<file path="src/hw/rtl/fom_pkg.sv">
`timescale 1ns / 1ps
// shared widths, ascii codes, message struct and digit helpers for the fix order encoder
package fom_pkg;

  localparam int DataW    = 32;
  localparam int BcdDigs  = 10;
  localparam int BcdW     = 4 * BcdDigs;
  localparam int CntW     = 4;

  localparam logic [7:0] ChSoh   = 8'h01;
  localparam logic [7:0] ChZero  = 8'h30;
  localparam logic [7:0] ChMinus = 8'h2d;
  localparam logic [7:0] ChEq    = 8'h3d;

  typedef struct packed {
    logic                neg;
    logic [BcdW-1:0]     pbcd;
    logic [CntW-1:0]     pcnt;
    logic [BcdW-1:0]     qbcd;
    logic [CntW-1:0]     qcnt;
  } fom_msg_t;

  // number of significant decimal digits, at least one
  function automatic logic [CntW-1:0] digit_count(input logic [BcdW-1:0] bcd);
    logic [CntW-1:0] cnt;
    cnt = CntW'(1);
    for (int i = 0; i < BcdDigs; i++) begin
      if (bcd[4*i +: 4] != 4'd0) begin
        cnt = CntW'(i + 1);
      end
    end
    return cnt;
  endfunction

  // three decimal digits of an 8 bit value, hundreds in the top nibble
  function automatic logic [11:0] dec3(input logic [7:0] v);
    logic [3:0] h;
    logic [3:0] t;
    logic [7:0] r;
    logic [7:0] o;
    h = 4'd0;
    r = v;
    if (v >= 8'd200) begin
      h = 4'd2;
      r = v - 8'd200;
    end else if (v >= 8'd100) begin
      h = 4'd1;
      r = v - 8'd100;
    end
    t = 4'd0;
    for (int k = 1; k < 10; k++) begin
      if (r >= 8'(10 * k)) begin
        t = 4'(k);
      end
    end
    o = r - (({4'd0, t} << 3) + ({4'd0, t} << 1));
    return {h, t, o[3:0]};
  endfunction

endpackage

</file>
<file path="src/hw/rtl/fix_order_message_encoder.sv">
`timescale 1ns / 1ps
// top level of the fix 4.2 new order single encoder
//
// in channel: one word per order, in_price (signed ticks) and in_quantity,
// taken when in_valid and in_ready are both high.
// out channel: the message text, one byte per word on out_byte_value,
// out_last_byte high on the closing soh of each message.
// a message is 38 to 57 words long.
// after an order is taken the shared bcd converter runs twice, first on the
// price magnitude and then on the quantity; the first byte leaves once both
// are done and the sequencer is free, and the rest follow one per cycle while the receiver keeps up.
// in_ready returns once both conversions are handed to the byte sequencer;
// the next conversion overlaps the draining of the previous message.
// when the receiver stalls the output register holds its word and the
// sequencer waits; a new message starts only once the last byte is loaded.
// synchronous reset clears all control state; nothing is emitted until the
// next order arrives.
module fix_order_message_encoder (
  input  logic                            clk,
  input  logic                            rst_n,
  input  logic                            in_valid,
  output logic                            in_ready,
  input  logic signed [fom_pkg::DataW-1:0] in_price,
  input  logic [fom_pkg::DataW-1:0]        in_quantity,
  output logic                            out_valid,
  input  logic                            out_ready,
  output logic [7:0]                      out_byte_value,
  output logic                            out_last_byte
);

  localparam logic [1:0] T_IDLE   = 2'd0;
  localparam logic [1:0] T_CONVP  = 2'd1;
  localparam logic [1:0] T_CONVQ  = 2'd2;
  localparam logic [1:0] T_LAUNCH = 2'd3;

  logic [1:0]                st_r, st_nxt;
  logic                      neg_r;
  logic [fom_pkg::DataW-1:0] qty_r;
  logic [fom_pkg::BcdW-1:0]  pbcd_r;
  logic [fom_pkg::CntW-1:0]  pcnt_r;
  logic [fom_pkg::BcdW-1:0]  qbcd_r;
  logic [fom_pkg::CntW-1:0]  qcnt_r;
  logic                      accept;
  logic [fom_pkg::DataW-1:0] pmag;
  logic                      cv_start;
  logic [fom_pkg::DataW-1:0] cv_din;
  logic                      cv_done;
  logic [fom_pkg::BcdW-1:0]  cv_bcd;
  logic                      em_start;
  logic                      em_busy;
  fom_pkg::fom_msg_t         msg;

  assign accept   = in_valid && in_ready;
  assign in_ready = (st_r == T_IDLE);
  assign pmag     = in_price[fom_pkg::DataW-1] ? (fom_pkg::DataW'(0) - in_price) : in_price;
  assign cv_start = accept || ((st_r == T_CONVP) && cv_done);
  assign cv_din   = accept ? pmag : qty_r;
  assign em_start = (st_r == T_LAUNCH) && !em_busy;

  assign msg.neg  = neg_r;
  assign msg.pbcd = pbcd_r;
  assign msg.pcnt = pcnt_r;
  assign msg.qbcd = qbcd_r;
  assign msg.qcnt = qcnt_r;

  always_comb begin
    st_nxt = st_r;
    unique case (st_r)
      T_IDLE:   if (accept) st_nxt = T_CONVP;
      T_CONVP:  if (cv_done) st_nxt = T_CONVQ;
      T_CONVQ:  if (cv_done) st_nxt = T_LAUNCH;
      T_LAUNCH: if (!em_busy) st_nxt = T_IDLE;
      default:  st_nxt = T_IDLE;
    endcase
  end

  always_ff @(posedge clk) begin
    if (!rst_n) begin
      st_r <= T_IDLE;
    end else begin
      st_r <= st_nxt;
    end
  end

  always_ff @(posedge clk) begin
    if (accept) begin
      neg_r <= in_price[fom_pkg::DataW-1];
      qty_r <= in_quantity;
    end
    if ((st_r == T_CONVP) && cv_done) begin
      pbcd_r <= cv_bcd;
      pcnt_r <= fom_pkg::digit_count(cv_bcd);
    end
    if ((st_r == T_CONVQ) && cv_done) begin
      qbcd_r <= cv_bcd;
      qcnt_r <= fom_pkg::digit_count(cv_bcd);
    end
  end

  fom_bcd u_bcd (
    .clk   (clk),
    .rst_n (rst_n),
    .start (cv_start),
    .din   (cv_din),
    .done  (cv_done),
    .bcd   (cv_bcd)
  );

  fom_emit u_emit (
    .clk            (clk),
    .rst_n          (rst_n),
    .start          (em_start),
    .msg            (msg),
    .busy           (em_busy),
    .out_valid      (out_valid),
    .out_ready      (out_ready),
    .out_byte_value (out_byte_value),
    .out_last_byte  (out_last_byte)
  );

endmodule

</file>
<file path="src/hw/rtl/fom_bcd.sv">
`timescale 1ns / 1ps
// shared shift-and-add-3 binary to bcd converter, one bit per cycle
module fom_bcd (
  input  logic                     clk,
  input  logic                     rst_n,
  input  logic                     start,
  input  logic [fom_pkg::DataW-1:0] din,
  output logic                     done,
  output logic [fom_pkg::BcdW-1:0]  bcd
);

  localparam int StepW = $clog2(fom_pkg::DataW);

  logic                      run_r, run_nxt;
  logic                      done_r, done_nxt;
  logic [StepW-1:0]          cnt_r, cnt_nxt;
  logic [fom_pkg::DataW-1:0] sh_r, sh_nxt;
  logic [fom_pkg::BcdW-1:0]  bcd_r, bcd_nxt;
  logic [fom_pkg::BcdW-1:0]  adj;

  always_comb begin
    for (int i = 0; i < fom_pkg::BcdDigs; i++) begin
      adj[4*i +: 4] = (bcd_r[4*i +: 4] >= 4'd5) ? bcd_r[4*i +: 4] + 4'd3 : bcd_r[4*i +: 4];
    end
  end

  always_comb begin
    run_nxt  = run_r;
    done_nxt = 1'b0;
    cnt_nxt  = cnt_r;
    sh_nxt   = sh_r;
    bcd_nxt  = bcd_r;
    if (start) begin
      run_nxt = 1'b1;
      cnt_nxt = '0;
      sh_nxt  = din;
      bcd_nxt = '0;
    end else if (run_r) begin
      bcd_nxt = {adj[fom_pkg::BcdW-2:0], sh_r[fom_pkg::DataW-1]};
      sh_nxt  = {sh_r[fom_pkg::DataW-2:0], 1'b0};
      cnt_nxt = cnt_r + StepW'(1);
      if (cnt_r == StepW'(fom_pkg::DataW - 1)) begin
        run_nxt  = 1'b0;
        done_nxt = 1'b1;
      end
    end
  end

  always_ff @(posedge clk) begin
    if (!rst_n) begin
      run_r  <= 1'b0;
      done_r <= 1'b0;
    end else begin
      run_r  <= run_nxt;
      done_r <= done_nxt;
    end
  end

  always_ff @(posedge clk) begin
    cnt_r <= cnt_nxt;
    sh_r  <= sh_nxt;
    bcd_r <= bcd_nxt;
  end

  assign done = done_r;
  assign bcd  = bcd_r;

endmodule

</file>
<file path="src/hw/rtl/fom_emit.sv">
`timescale 1ns / 1ps
// byte sequencer that writes the message text, length and checksum into the output register
module fom_emit (
  input  logic              clk,
  input  logic              rst_n,
  input  logic              start,
  input  fom_pkg::fom_msg_t msg,
  output logic              busy,
  output logic              out_valid,
  input  logic              out_ready,
  output logic [7:0]        out_byte_value,
  output logic              out_last_byte
);

  localparam logic [2:0] E_IDLE = 3'd0;
  localparam logic [2:0] E_PRE  = 3'd1;
  localparam logic [2:0] E_NEG  = 3'd2;
  localparam logic [2:0] E_PDIG = 3'd3;
  localparam logic [2:0] E_MID  = 3'd4;
  localparam logic [2:0] E_QDIG = 3'd5;
  localparam logic [2:0] E_TAIL = 3'd6;
  localparam logic [2:0] E_CK   = 3'd7;

  localparam logic [4:0] PreLast   = 5'd23;
  localparam logic [4:0] GroupLast = 5'd3;

  logic [2:0]        st_r, st_nxt;
  logic [4:0]        idx_r, idx_nxt;
  logic [7:0]        sum_r, sum_nxt;
  logic              out_valid_r, out_valid_nxt;
  logic [7:0]        out_byte_r;
  logic              out_last_r;
  fom_pkg::fom_msg_t msg_r;
  logic [5:0]        blen_r;
  logic              adv;
  logic              acc;
  logic [7:0]        cur_byte;
  logic [11:0]       blen_dig;
  logic [11:0]       sum_dig;
  logic [4:0]        pfirst;
  logic [4:0]        qfirst;

  // constant prefix up to "44=", with the two live body length digits
  function automatic logic [7:0] pre_byte(input logic [4:0] i, input logic [3:0] t,
                                          input logic [3:0] o);
    logic [7:0] b;
    unique case (i)
      5'd0:    b = 8'h38;
      5'd1:    b = fom_pkg::ChEq;
      5'd2:    b = 8'h46;
      5'd3:    b = 8'h49;
      5'd4:    b = 8'h58;
      5'd5:    b = 8'h2e;
      5'd6:    b = 8'h34;
      5'd7:    b = 8'h2e;
      5'd8:    b = 8'h32;
      5'd9:    b = fom_pkg::ChSoh;
      5'd10:   b = 8'h39;
      5'd11:   b = fom_pkg::ChEq;
      5'd12:   b = fom_pkg::ChZero;
      5'd13:   b = fom_pkg::ChZero + {4'd0, t};
      5'd14:   b = fom_pkg::ChZero + {4'd0, o};
      5'd15:   b = fom_pkg::ChSoh;
      5'd16:   b = 8'h33;
      5'd17:   b = 8'h35;
      5'd18:   b = fom_pkg::ChEq;
      5'd19:   b = 8'h44;
      5'd20:   b = fom_pkg::ChSoh;
      5'd21:   b = 8'h34;
      5'd22:   b = 8'h34;
      5'd23:   b = fom_pkg::ChEq;
      default: b = fom_pkg::ChSoh;
    endcase
    return b;
  endfunction

  assign blen_dig = fom_pkg::dec3({2'b00, blen_r});
  assign sum_dig  = fom_pkg::dec3(sum_r);
  assign pfirst   = {1'b0, msg_r.pcnt - 4'd1};
  assign qfirst   = {1'b0, msg_r.qcnt - 4'd1};
  assign adv      = (st_r != E_IDLE) && (!out_valid_r || out_ready);
  assign acc      = (st_r != E_CK) && !((st_r == E_TAIL) && (idx_r != 5'd0));

  always_comb begin
    cur_byte = fom_pkg::ChSoh;
    unique case (st_r)
      E_IDLE: cur_byte = fom_pkg::ChSoh;
      E_PRE:  cur_byte = pre_byte(idx_r, blen_dig[7:4], blen_dig[3:0]);
      E_NEG:  cur_byte = fom_pkg::ChMinus;
      E_PDIG: cur_byte = fom_pkg::ChZero + {4'd0, msg_r.pbcd[4*idx_r[3:0] +: 4]};
      E_MID: begin
        unique case (idx_r[1:0])
          2'd0:    cur_byte = fom_pkg::ChSoh;
          2'd1:    cur_byte = 8'h33;
          2'd2:    cur_byte = 8'h38;
          default: cur_byte = fom_pkg::ChEq;
        endcase
      end
      E_QDIG: cur_byte = fom_pkg::ChZero + {4'd0, msg_r.qbcd[4*idx_r[3:0] +: 4]};
      E_TAIL: begin
        unique case (idx_r[1:0])
          2'd0:    cur_byte = fom_pkg::ChSoh;
          2'd1:    cur_byte = 8'h31;
          2'd2:    cur_byte = fom_pkg::ChZero;
          default: cur_byte = fom_pkg::ChEq;
        endcase
      end
      E_CK: begin
        unique case (idx_r[1:0])
          2'd0:    cur_byte = fom_pkg::ChZero + {4'd0, sum_dig[11:8]};
          2'd1:    cur_byte = fom_pkg::ChZero + {4'd0, sum_dig[7:4]};
          2'd2:    cur_byte = fom_pkg::ChZero + {4'd0, sum_dig[3:0]};
          default: cur_byte = fom_pkg::ChSoh;
        endcase
      end
      default: cur_byte = fom_pkg::ChSoh;
    endcase
  end

  always_comb begin
    st_nxt  = st_r;
    idx_nxt = idx_r;
    sum_nxt = sum_r;
    unique case (st_r)
      E_IDLE: begin
        if (start) begin
          st_nxt  = E_PRE;
          idx_nxt = '0;
          sum_nxt = '0;
        end
      end
      E_PRE: begin
        if (adv) begin
          if (idx_r == PreLast) begin
            st_nxt  = msg_r.neg ? E_NEG : E_PDIG;
            idx_nxt = pfirst;
          end else begin
            idx_nxt = idx_r + 5'd1;
          end
        end
      end
      E_NEG: begin
        if (adv) begin
          st_nxt = E_PDIG;
        end
      end
      E_PDIG: begin
        if (adv) begin
          if (idx_r == 5'd0) begin
            st_nxt = E_MID;
          end else begin
            idx_nxt = idx_r - 5'd1;
          end
        end
      end
      E_MID: begin
        if (adv) begin
          if (idx_r == GroupLast) begin
            st_nxt  = E_QDIG;
            idx_nxt = qfirst;
          end else begin
            idx_nxt = idx_r + 5'd1;
          end
        end
      end
      E_QDIG: begin
        if (adv) begin
          if (idx_r == 5'd0) begin
            st_nxt = E_TAIL;
          end else begin
            idx_nxt = idx_r - 5'd1;
          end
        end
      end
      E_TAIL: begin
        if (adv) begin
          if (idx_r == GroupLast) begin
            st_nxt  = E_CK;
            idx_nxt = '0;
          end else begin
            idx_nxt = idx_r + 5'd1;
          end
        end
      end
      E_CK: begin
        if (adv) begin
          if (idx_r == GroupLast) begin
            st_nxt = E_IDLE;
          end else begin
            idx_nxt = idx_r + 5'd1;
          end
        end
      end
      default: st_nxt = E_IDLE;
    endcase
    if (adv && acc) begin
      sum_nxt = sum_r + cur_byte;
    end
  end

  always_comb begin
    out_valid_nxt = out_valid_r;
    if (adv) begin
      out_valid_nxt = 1'b1;
    end else if (out_ready) begin
      out_valid_nxt = 1'b0;
    end
  end

  always_ff @(posedge clk) begin
    if (!rst_n) begin
      st_r        <= E_IDLE;
      out_valid_r <= 1'b0;
    end else begin
      st_r        <= st_nxt;
      out_valid_r <= out_valid_nxt;
    end
  end

  always_ff @(posedge clk) begin
    idx_r <= idx_nxt;
    sum_r <= sum_nxt;
    if ((st_r == E_IDLE) && start) begin
      msg_r  <= msg;
      blen_r <= 6'd13 + {5'd0, msg.neg} + {2'd0, msg.pcnt} + {2'd0, msg.qcnt};
    end
    if (adv) begin
      out_byte_r <= cur_byte;
      out_last_r <= (st_r == E_CK) && (idx_r == GroupLast);
    end
  end

  assign busy           = (st_r != E_IDLE);
  assign out_valid      = out_valid_r;
  assign out_byte_value = out_byte_r;
  assign out_last_byte  = out_last_r;

endmodule

</file>
<file path="config.mk">
export PLATFORM = sky130hd
export DESIGN_NAME = fix_order_message_encoder
export DESIGN_NICKNAME = d
export VERILOG_FILES = /design/src/hw/rtl/fom_pkg.sv /design/src/hw/rtl/fix_order_message_encoder.sv /design/src/hw/rtl/fom_bcd.sv /design/src/hw/rtl/fom_emit.sv
export SDC_FILE = /design/constraint.sdc
export NUM_CORES = 1
export LEC_CHECK = 0
export ABC_AREA = 0
export BUFFER_PORTS_ARGS = -buffer_cell sky130_fd_sc_hd__buf_2
export CAP_MARGIN = 20
export CORE_MARGIN = 10
export CORE_UTILIZATION = 50
export CTS_CLUSTER_DIAMETER = 200
export CTS_CLUSTER_SIZE = 30
export DETAILED_ROUTE_END_ITERATION = 8
export GPL_TIMING_DRIVEN = 0
export PLACE_DENSITY = 0.73
export SETUP_SLACK_MARGIN = 0.5
export SYNTH_ARGS = -nofsm -noshare
export SYNTH_HDL_FRONTEND = slang
export SYNTH_SLANG_ARGS = --single-unit
</file>
<file path="constraint.sdc">
create_clock -name clk -period 9.4 [get_ports clk]
set_input_delay 1.41 -clock clk [delete_from_list [all_inputs] [get_ports clk]]
set_output_delay 1.41 -clock clk [all_outputs]
set_load 0.03 [all_outputs]
</file>
==> impl_metrics.json <==
{
  "path_common_cell": "a21oi_1",
  "synth_common_cells": "edfxtp_1 (269), nor2_1 (101), nand2_1 (97), a21oi_1 (92), o21ai_0 (70)",
  "drc": 0,
  "wirelength_mm": 34.41,
  "rsz0062_at_grt": "false",
  "fill_cells": 2589,
  "cp-start-kind": "flip-flop",
  "path_clk_slew_ns": 0.12,
  "min_period_ns": 6.218,
  "syn_nets": 1454,
  "grt_busiest_layer": "met2",
  "post-dp-hpwl_mm": 25.08,
  "synth_top_cell_by_area": "edfxtp_1",
  "fin_total_pwr_uw": 3699,
  "grt_use_total": 0.1741,
  "cts-buffers-inserted": 14,
  "area_growth_pct": 8.971,
  "synthCells": 1315,
  "drtIter0Drc": 906,
  "synth-edff-count": 269,
  "synthFlopType": "edfxtp_1",
  "vdd_drop_max_v": 0.0001548,
  "ant_nets": 0,
  "detail_route.wl_per_cell_um": 18.93,
  "overflow": 0,
  "cpPeakStageDelay_ns": 0.77,
  "p_leak_uw": 0.006367,
  "status": "complete, no violations",
  "fmax_mhz": 160.8,
  "setup-violations-final": 0,
  "hold_viol_final": 0,
  "cts-root-buf": "clkbuf_16",
  "ys_warn_count": 0,
  "fin_nets": 1552,
  "cap_violations": 0,
  "cts.sinks": 322,
  "fp.dieArea_um2": 38870,
  "core_area_um2": 30750,
  "use_met1": 0.2326,
  "period_share": 0.6615,
  "yosysSeqAreaShare": 0.5825,
  "num_vias": 10610,
  "met2_usage": 0.2977,
  "viasPerCell": 5.833,
  "cts.repair.resized": 0,
  "synth.most_common_cell": "edfxtp_1",
  "postCtsSetupBuffers": 0,
  "cts_max_level": 1,
  "cp.required_ns": 9.66,
  "clock_tree.buffer_depth": 3,
  "synth_top_area_frac": 0.5148,
  "syn_area_um2": 15690,
  "hp-class": "flip-flop to flip-flop",
  "maxSlewHeadroom": 0.3749,
  "fin_skew_ns": 0.03214,
  "cp_max_fo": 7,
  "yosysUniqueCellTypes": 82,
  "synth_seq_cells": 322,
  "avgSynthCellArea_um2": 11.93,
  "initial_core_util": 0.5103,
  "drt_pass1_iterations": 5,
  "cts_tree": "yes",
  "die_h_um": 197.1,
  "slew_violations": 0,
  "path_cells": "clkbuf_1 > inv_1 > ha_1 > and2_1 > o31a_1 > o31ai_1 > o311ai_0 > a21oi_1 > nor3_1 > o21a_1 > ha_1 > o21ai_0 > a32o_1 > a21oi_1 > o311ai_1 > ha_1 > a21o_1 > a21oi_1 > o21bai_1 > a21oi_1 > o21bai_1 > a21oi_1 > xnor2_1 > nor2_1",
  "tightest_slew_ns": 0.9356,
  "fp-row-count": 64,
  "power_density_nw_per_um2": 216.4,
  "fin_setup_tns_ns": 0,
  "pin_count": 79,
  "die_w_um": 197.1,
  "ctsHoldBuffers": 0,
  "slowest_stage": "o31ai_1",
  "yosys-top-cells-area": "edfxtp_1 (51%), dfxtp_1 (6.8%), ha_1 (5.3%), a21oi_1 (2.9%), mux2i_1 (2.6%)",
  "met3_usage": 0.01431,
  "async_flop_share": 0,
  "insertion_delay_ns": 0.52,
  "arrival_ns": 6.48,
  "setup.worst_path.end_class": "flip-flop",
  "grt_pass1_wl_mm": 54.77,
  "grt_max_degree": 71,
  "io_buffers": 77,
  "antenna_found_initial": 1,
  "path_class": "flip-flop to flip-flop",
  "first_global_vias": 10230,
  "drive_above_1_share": 0.1098,
  "gp_congestion": 0.9096
}
## power by group
| group | switching, uW | total, uW | leakage (uW) | internal, uW |
|---|---|---|---|---|
| sequential | 80.6 | 1860 | 0.00308 | 1780 |
| clock | 416 | 720 | 0.000199 | 304 |
| combinational | 730 | 1120 | 0.00309 | 388 |
## per-layer routing
| metal | vias up | share of wire | routed length [um] |
|---|---|---|---|
| met5 | - | 0 | 0 |
| met2 | 347 | 0.49 | 17010 |
| met1 | 5178 | 0.43 | 14900 |
| li1 | 5030 | - | - |
| met3 | 50 | 0.052 | 1788 |
| met4 | 0 | 0.021 | 708 |
## cell type report
class	instances	area [um2]	area share
Multi-Input combinational cell	860	6051	0.3539
Clock inverter	1	8.758	0.0005123
Clock buffer	23	405.4	0.02371
Antenna cell	1	2.502	0.0001464
Sequential cell	322	9139	0.5345
Timing Repair Buffer	82	485.5	0.02839
Tap cell	396	495.5	0.02898
Buffer	60	236.5	0.01383
Inverter	73	274.0	0.01603
## cell usage in the layout, fill, tap and decap left out, types with 12 or more instances in the layout
master / Yosys / final
mux4_2: 17 / 17
mux2i_1: 40 / 40
buf_2: 5 / 82
o21ai_1: 12 / 12
clkbuf_1: 47 / 54
a21oi_1: 92 / 92
o31ai_1: 14 / 14
nor3_1: 28 / 28
nand2b_1: 15 / 15
and3_1: 20 / 20
nand3_1: 32 / 31
xnor2_1: 41 / 41
ha_1: 67 / 67
a211oi_1: 21 / 21
nor2_1: 101 / 101
nand2_1: 97 / 97
inv_1: 68 / 67
o21ai_0: 70 / 70
clkbuf_16: 0 / 15
dfxtp_1: 53 / 53
edfxtp_1: 269 / 269
xor2_1: 33 / 33
## worst paths after layout
path                                 startpoint          endpoint  slack [ns]  cells after the start
worst max-delay path            u_emit.sum_r[1]   u_emit.sum_r[7]        3.18                     24
worst max register to register  u_emit.sum_r[1]   u_emit.sum_r[7]        3.18                     24
worst min-delay path                  pbcd_r[7]  u_emit.msg_r[55]        0.39                      0
worst min register to register        pbcd_r[7]  u_emit.msg_r[55]        0.39                      0
## state kept, by name (all words and copies together), names as in the netlist
| register | count |
|---|---|
| u_emit.out_last_byte | 1 |
| u_emit.sum_r | 8 |
| u_bcd.sh_r | 32 |
| pcnt_r | 4 |
| u_bcd.run_r | 1 |
| neg_r | 1 |
| qty_r | 32 |
| u_emit.blen_r | 6 |
| u_emit.msg_r | 89 |
| u_bcd.cnt_r | 5 |
| u_bcd.bcd | 40 |
| st_r | 2 |
| u_bcd.done | 1 |
| qbcd_r | 40 |
| u_emit.st_r | 3 |
| u_emit.out_valid | 1 |
| pbcd_r | 40 |
| u_emit.idx_r | 5 |
| u_emit.out_byte_value | 7 |
| qcnt_r | 4 |
## stage by stage
step | cells | utilization | hold WS, ns | setup WS [ns] | instance area [um2]
after floorplan | 1315 | - | 0.4003 | 4.242 | 15690
after global placement | 1788 | 0.5389 | 0.4002 | 3.365 | 16570
after detailed placement | 1792 | 0.5423 | 0.4045 | 3.252 | 16680
after CTS | 1816 | 0.5558 | 0.3897 | 3.222 | 17090
after global routing | 1818 | 0.5560 | 0.4111 | 2.754 | 17100
final | 1818 | 0.5560 | 0.3943 | 3.182 | 17100
## cell families (layout without fill, tap and decap cells)
family	count (synthesis)	in the layout	share of synthesized area
AND/OR/NAND/NOR	351	351	0.1088
buffers and inverters	133	239	0.03246
AO/OA/AOI/OAI	298	298	0.1203
other	1	2	0.0002390
XOR/XNOR	75	75	0.04234
flip-flops	322	322	0.5825
multiplexers	63	63	0.05423
adder cells (fa/ha/maj)	72	72	0.05917
## critical path, delay by kind of cell (launching register included)
| family | cells | cell delay (ns) |
|---|---|---|
| fa+ha+maj | 3 | 0.88 |
| compound gates | 15 | 3.58 |
| simple gates | 3 | 0.38 |
| flops | 1 | 0.49 |
| xor+xnor | 1 | 0.15 |
| buf+inv | 2 | 0.46 |
Note: power is estimated with default switching activity, not from simulation.
